## src/design/rcc_pkg.sv

```systemverilog
// Shared types and constants for the RGB 3x3 convolution block.
package rcc_pkg;

	// Configuration register indexes
	localparam int REG_IDX_W = 3;
	typedef enum logic [REG_IDX_W-1:0] {
		REG_WIDTH    = 3'd0,
		REG_HEIGHT   = 3'd1,
		REG_COEF_TOP = 3'd2,
		REG_COEF_MID = 3'd3,
		REG_COEF_BOT = 3'd4
	} reg_idx_t;

	localparam int CFG_W    = 48;      // widest register
	localparam int TAP_W    = 16;      // Q4.12 tap
	localparam int PROD_W   = 25;      // 9b signed pixel x 16b tap
	localparam int ROW_W    = 27;      // sum of three products
	localparam int SUM_W    = 29;      // sum of nine products
	localparam int FRAC_W   = 12;
	localparam int PIX_MAX  = 255;
	localparam logic [CFG_W-1:0] MID_RESET = 48'd4096;   // 1.0 on the left tap of the centre row

	// Result queue
	localparam int FIFO_DEPTH = 8;
	localparam int FIFO_AW    = 3;

	// {blue, green, red}, red in the low byte
	typedef logic [23:0] pix_t;

	// Window: [r][k] holds the pixel r rows and k columns back from the newest
	typedef pix_t [2:0][2:0] win_t;

	// Tap rows indexed like the window: 0 lower, 1 centre, 2 upper
	typedef logic [2:0][CFG_W-1:0] coef_set_t;

	// Which neighbours of the centre pixel lie inside the image
	typedef struct packed {
		logic top_ok;
		logic bot_ok;
		logic left_ok;
		logic right_ok;
		logic last;
	} nbr_t;

	typedef struct packed {
		logic [7:0] red;
		logic [7:0] green;
		logic [7:0] blue;
		logic       last;
	} res_t;

endpackage

```

## src/design/rcc_fifo.sv

```systemverilog
// Small result queue between the datapath and the output channel.
module rcc_fifo import rcc_pkg::*; (
	input  logic clk,
	input  logic arst_n,
	input  logic push,
	input  res_t push_data,
	input  logic pop,
	output logic not_empty,
	output res_t head
);

	res_t                 ent_q [FIFO_DEPTH];
	logic [FIFO_AW-1:0]   wp_q, rp_q;
	logic [FIFO_AW:0]     cnt_q;

	// Entry storage
	always_ff @(posedge clk) begin
		if (push)
			ent_q[wp_q] <= push_data;
	end

	// Pointers and fill level
	always_ff @(posedge clk or negedge arst_n) begin
		if (!arst_n) begin
			wp_q  <= '0;
			rp_q  <= '0;
			cnt_q <= '0;
		end else begin
			if (push)
				wp_q <= wp_q + 1'b1;
			if (pop)
				rp_q <= rp_q + 1'b1;
			unique case ({push, pop})
				2'b10:   cnt_q <= cnt_q + 1'b1;
				2'b01:   cnt_q <= cnt_q - 1'b1;
				default: cnt_q <= cnt_q;
			endcase
		end
	end

	assign not_empty = (cnt_q != '0);
	assign head      = ent_q[rp_q];

	a_no_overflow: assert property (@(posedge clk) disable iff (!arst_n)
		push |-> (cnt_q != (FIFO_AW+1)'(FIFO_DEPTH)))
		else $error("result queue written while full");

	a_ptr_level: assert property (@(posedge clk) disable iff (!arst_n)
		(wp_q - rp_q) == cnt_q[FIFO_AW-1:0])
		else $error("queue pointers disagree with fill level");

	a_full_ptrs: assert property (@(posedge clk) disable iff (!arst_n)
		(cnt_q == (FIFO_AW+1)'(FIFO_DEPTH)) |-> (wp_q == rp_q))
		else $error("full queue with pointers apart");

endmodule

```

## config.mk

```make
export PLATFORM = sky130hd
export DESIGN_NAME = rcc_fifo
export DESIGN_NICKNAME = d
export VERILOG_FILES = /design/src/design/rcc_pkg.sv /design/src/design/rcc_fifo.sv
export SDC_FILE = /design/constraint.sdc
export NUM_CORES = 1
export LEC_CHECK = 0
export ABC_CLOCK_PERIOD_IN_PS = 2900
export CAP_MARGIN = 20
export CORE_AREA = 2 2 132 134
export CTS_BUF_LIST = sky130_fd_sc_hd__clkbuf_8
export DETAILED_ROUTE_END_ITERATION = 12
export DIE_AREA = 0 0 134 136
export DONT_BUFFER_PORTS = 1
export HOLD_SLACK_MARGIN = 0.08
export PLACE_DENSITY_LB_ADDON = 0.12
export REMOVE_ABC_BUFFERS = 1
export SYNTH_ARGS = -nofsm -noshare
export SYNTH_HDL_FRONTEND = slang
export SYNTH_SLANG_ARGS = --single-unit
```

## constraint.sdc

```tcl
create_clock -name clk -period 2.9 [get_ports clk]
set_input_delay 0.58 -clock clk [delete_from_list [all_inputs] [get_ports clk]]
set_output_delay 0.58 -clock clk [all_outputs]
set_load 0.005 [all_outputs]
```

==> results_dict.tcl <==
set metrics [dict create \
    clockPowerShare 0.293 \
    relSlewSlack 0.627 \
    synth_area_per_cell_um2 24.1 \
    overflow 0 \
    critPathCaptureType "output pin" \
    power.switching_mw 2.39 \
    worstHoldStart "push" \
    start_util 0.489 \
    synth_cells 343 \
    synth_edf_count 200 \
    crit_arrival_ns 2.16 \
    clockBufferDepth 3 \
    grt_pass1_vias 3847 \
    num_rows 48 \
    drt_iter0_drc 191 \
    hold_path.class "in2reg" \
    sw_frac_of_total 0.269 \
    drtAntennaViolNets 0 \
    vdd_drop_max_mv 0.549 \
    drive_gt1_frac 0.261 \
    die-area_mm2 0.0182 \
    status "finished clean" \
    instances_no_fill 639 \
    critPathBufInv 1 \
    htree_levels 2 \
    nNetsFinal 423 \
    fp.dieW_um 134 \
    cts_sinks 210 \
    post-route-util 0.556 \
    seqPwrFrac 0.458 \
    postPlaceCellArea_mm2 0.00865 \
    path_cells "buf_4, mux4_1, mux2_2" \
    slowest_delay_ns 0.71 \
    vias 3583 \
    hpwl_mm 8.42 \
    reg2regPathDepth 3 \
    clk_pin_slew_ns 0.06 \
    hold_end "wp_q[0]" \
    die_y_um 136 \
    syn_to_final_growth_pct 13.6 \
    maxCapViolCount 0 \
    cts_root_buf "clkbuf_8" \
    whs_path_depth 1 \
    via_per_inst 5.61 \
    core_mm2 0.0169 \
    synth_commonest_cells "edfxtp_1, mux4_1, mux2_2, dfrtp_1" \
    min_period_ns 2.74 \
    r2r-end "ent_q[0][18]" \
    path_depth 3 \
    tightest_slew_ns 0.556 \
    clock_latency_ns 0.51 \
    p_int_mw 6.47 \
    yosysTopAreaCell "edfxtp_1" \
    leakage_nw 3.23 \
    setup-violations-final 0 \
    whs_ns 0.155 \
    required_ns 2.32 \
    pwr-share-comb 0.249 \
    wire_per_inst_um 23.3 \
    rrSetupSlack_ns 1.13 \
    antenna_cells 0 \
    ys_seq_area_frac 0.758 \
    grt_usage 0.170 \
    worst_setup_path_start_kind "flip-flop" \
    cts_tree "built" \
    grt_max_degree 31 \
    first_pass_iters 6 \
    drt-total-wl_mm 14.9 \
    grt_first_pass_wirelength_mm 22.3 \
    p_per_area_mw_per_mm2 944 \
    critPathSlowestCell "dfrtp_2" \
    synth_ff_type "edfxtp_1" \
    layout_worst_path_cycle_share 0.944 \
    fillers 1244 \
    ys_types 23 \
    max_freq_ghz 0.365 \
    total_power_mw 8.86 \
    criticalPathCategory "reg2out" \
    cpLargestDelayFamily "flip-flops" \
    reg2reg_from "wp_q[0]" \
    yosys.cell_count.top_type "edfxtp_1" \
    place_inst 575 \
    synth_warnings 0 \
    io_pins 55 \
    maxSlewViolCount 0 \
    cts_resized 0 \
    drc 0 \
    yosysTopAreaCellShare 0.727 \
    report.final.hold_viol_count 0 \
    finalClockSkew_ns 0.0251 \
    globalplace.congestion 0.691 \
    syn_area_mm2 0.00826 \
    rsz0062_at_grt "false" \
    numCtsBuffers 36 \
    antenna_found_initial 0 \
    ys_ff_latch 210 \
    path_max_fanout 21 \
    io_buffer_count 0 \
    synthTopCellsByArea "edfxtp_1, mux4_1, mux2_2" \
    async_flop_share 0.0476 \
    fin_area_mm2 0.00938 \
]
worst max-delay path by stage:
| stage | slack, ns | from | endpoint |
|---|---|---|---|
| finish | 0.16 | rp_q[1] | head[9] |
| detailed placement | 0.66 | rp_q[1] | head[7] |
| global route | 0.06 | rp_q[1] | head[16] |
| global placement | 0.66 | rp_q[1] | head[7] |
| floorplan | -0.20 | rp_q[0] | head[0] |
| CTS | 0.11 | rp_q[1] | head[9] |
flip-flops by register name, summed over array words and instances (netlist names):
| name | cells |
|---|---|
| wp_q | 3 |
| cnt_q | 4 |
| rp_q | 3 |
| ent_q | 200 |
cell families after synthesis:
logic type / after synthesis / synth area share
flops: 210 / 0.758
compound gates: 4 / 0.00303
xor+xnor: 9 / 0.00955
simple gates: 21 / 0.0124
fa+ha+maj: 5 / 0.00758
buf+inv: 16 / 0.0129
mux: 78 / 0.197
per-layer routing:
metal | vias up | GRT usage | share of wire
li1 | 1577 | - | -
met1 | 1899 | 0.206 | 0.41
met2 | 86 | 0.285 | 0.51
met3 | 21 | 0.0593 | 0.072
met4 | 0 | 0.0573 | 0.017
met5 | - | 0 | 0
cell type report:
type	instances	area [um^2]	area share
Clock buffer	42	578	0.0616
Clock inverter	21	139	0.0148
Inverter	1	3.75	0.000400
Multi-Input combinational cell	117	1920	0.205
Sequential cell	210	6260	0.667
Tap cell	225	282	0.0300
Timing Repair Buffer	23	200	0.0213
placed cells by master, fill, tap and decap left out, types with 2 or more instances in the layout:
cell type	instances
xnor2_1	3
a21oi_1	2
dfrtp_2	2
dfrtp_1	8
clkinv_2	2
mux4_1	49
inv_1	15
edfxtp_1	200
xor2_1	6
buf_12	2
nor2_2	6
mux2_2	28
nand2_1	4
clkinv_1	2
nor3_2	2
ha_1	5
nand2b_1	3
nor2b_1	3
buf_4	20
bufinv_16	2
clkbuf_8	42
repair_timing:
action	4_1_cts	5_1_grt
endpoints found under the hold margin	10	0
hold buffers	1	0
buffers inserted	0	0
power groups by stage:
stage                     Sequential (mW)  Clock (mW)  Combinational (mW)
after detailed placement             4.12           0                2.26
after global placement               4.10           0                2.24
after floorplan                      4.23           0                1.40
final                                4.06        2.60                2.21
after global routing                 4.10        2.82                2.39
after CTS                            4.06        2.67                2.27
per-stage QoR:
stage / setup slack, ns / setup TNS (ns)
floorplan: -0.198 / -4.95
detailed placement: 0.660 / 0
global placement: 0.660 / 0
CTS: 0.113 / 0
finish: 0.162 / 0
global route: 0.0563 / 0
Note: power is estimated with default switching activity, not from simulation.
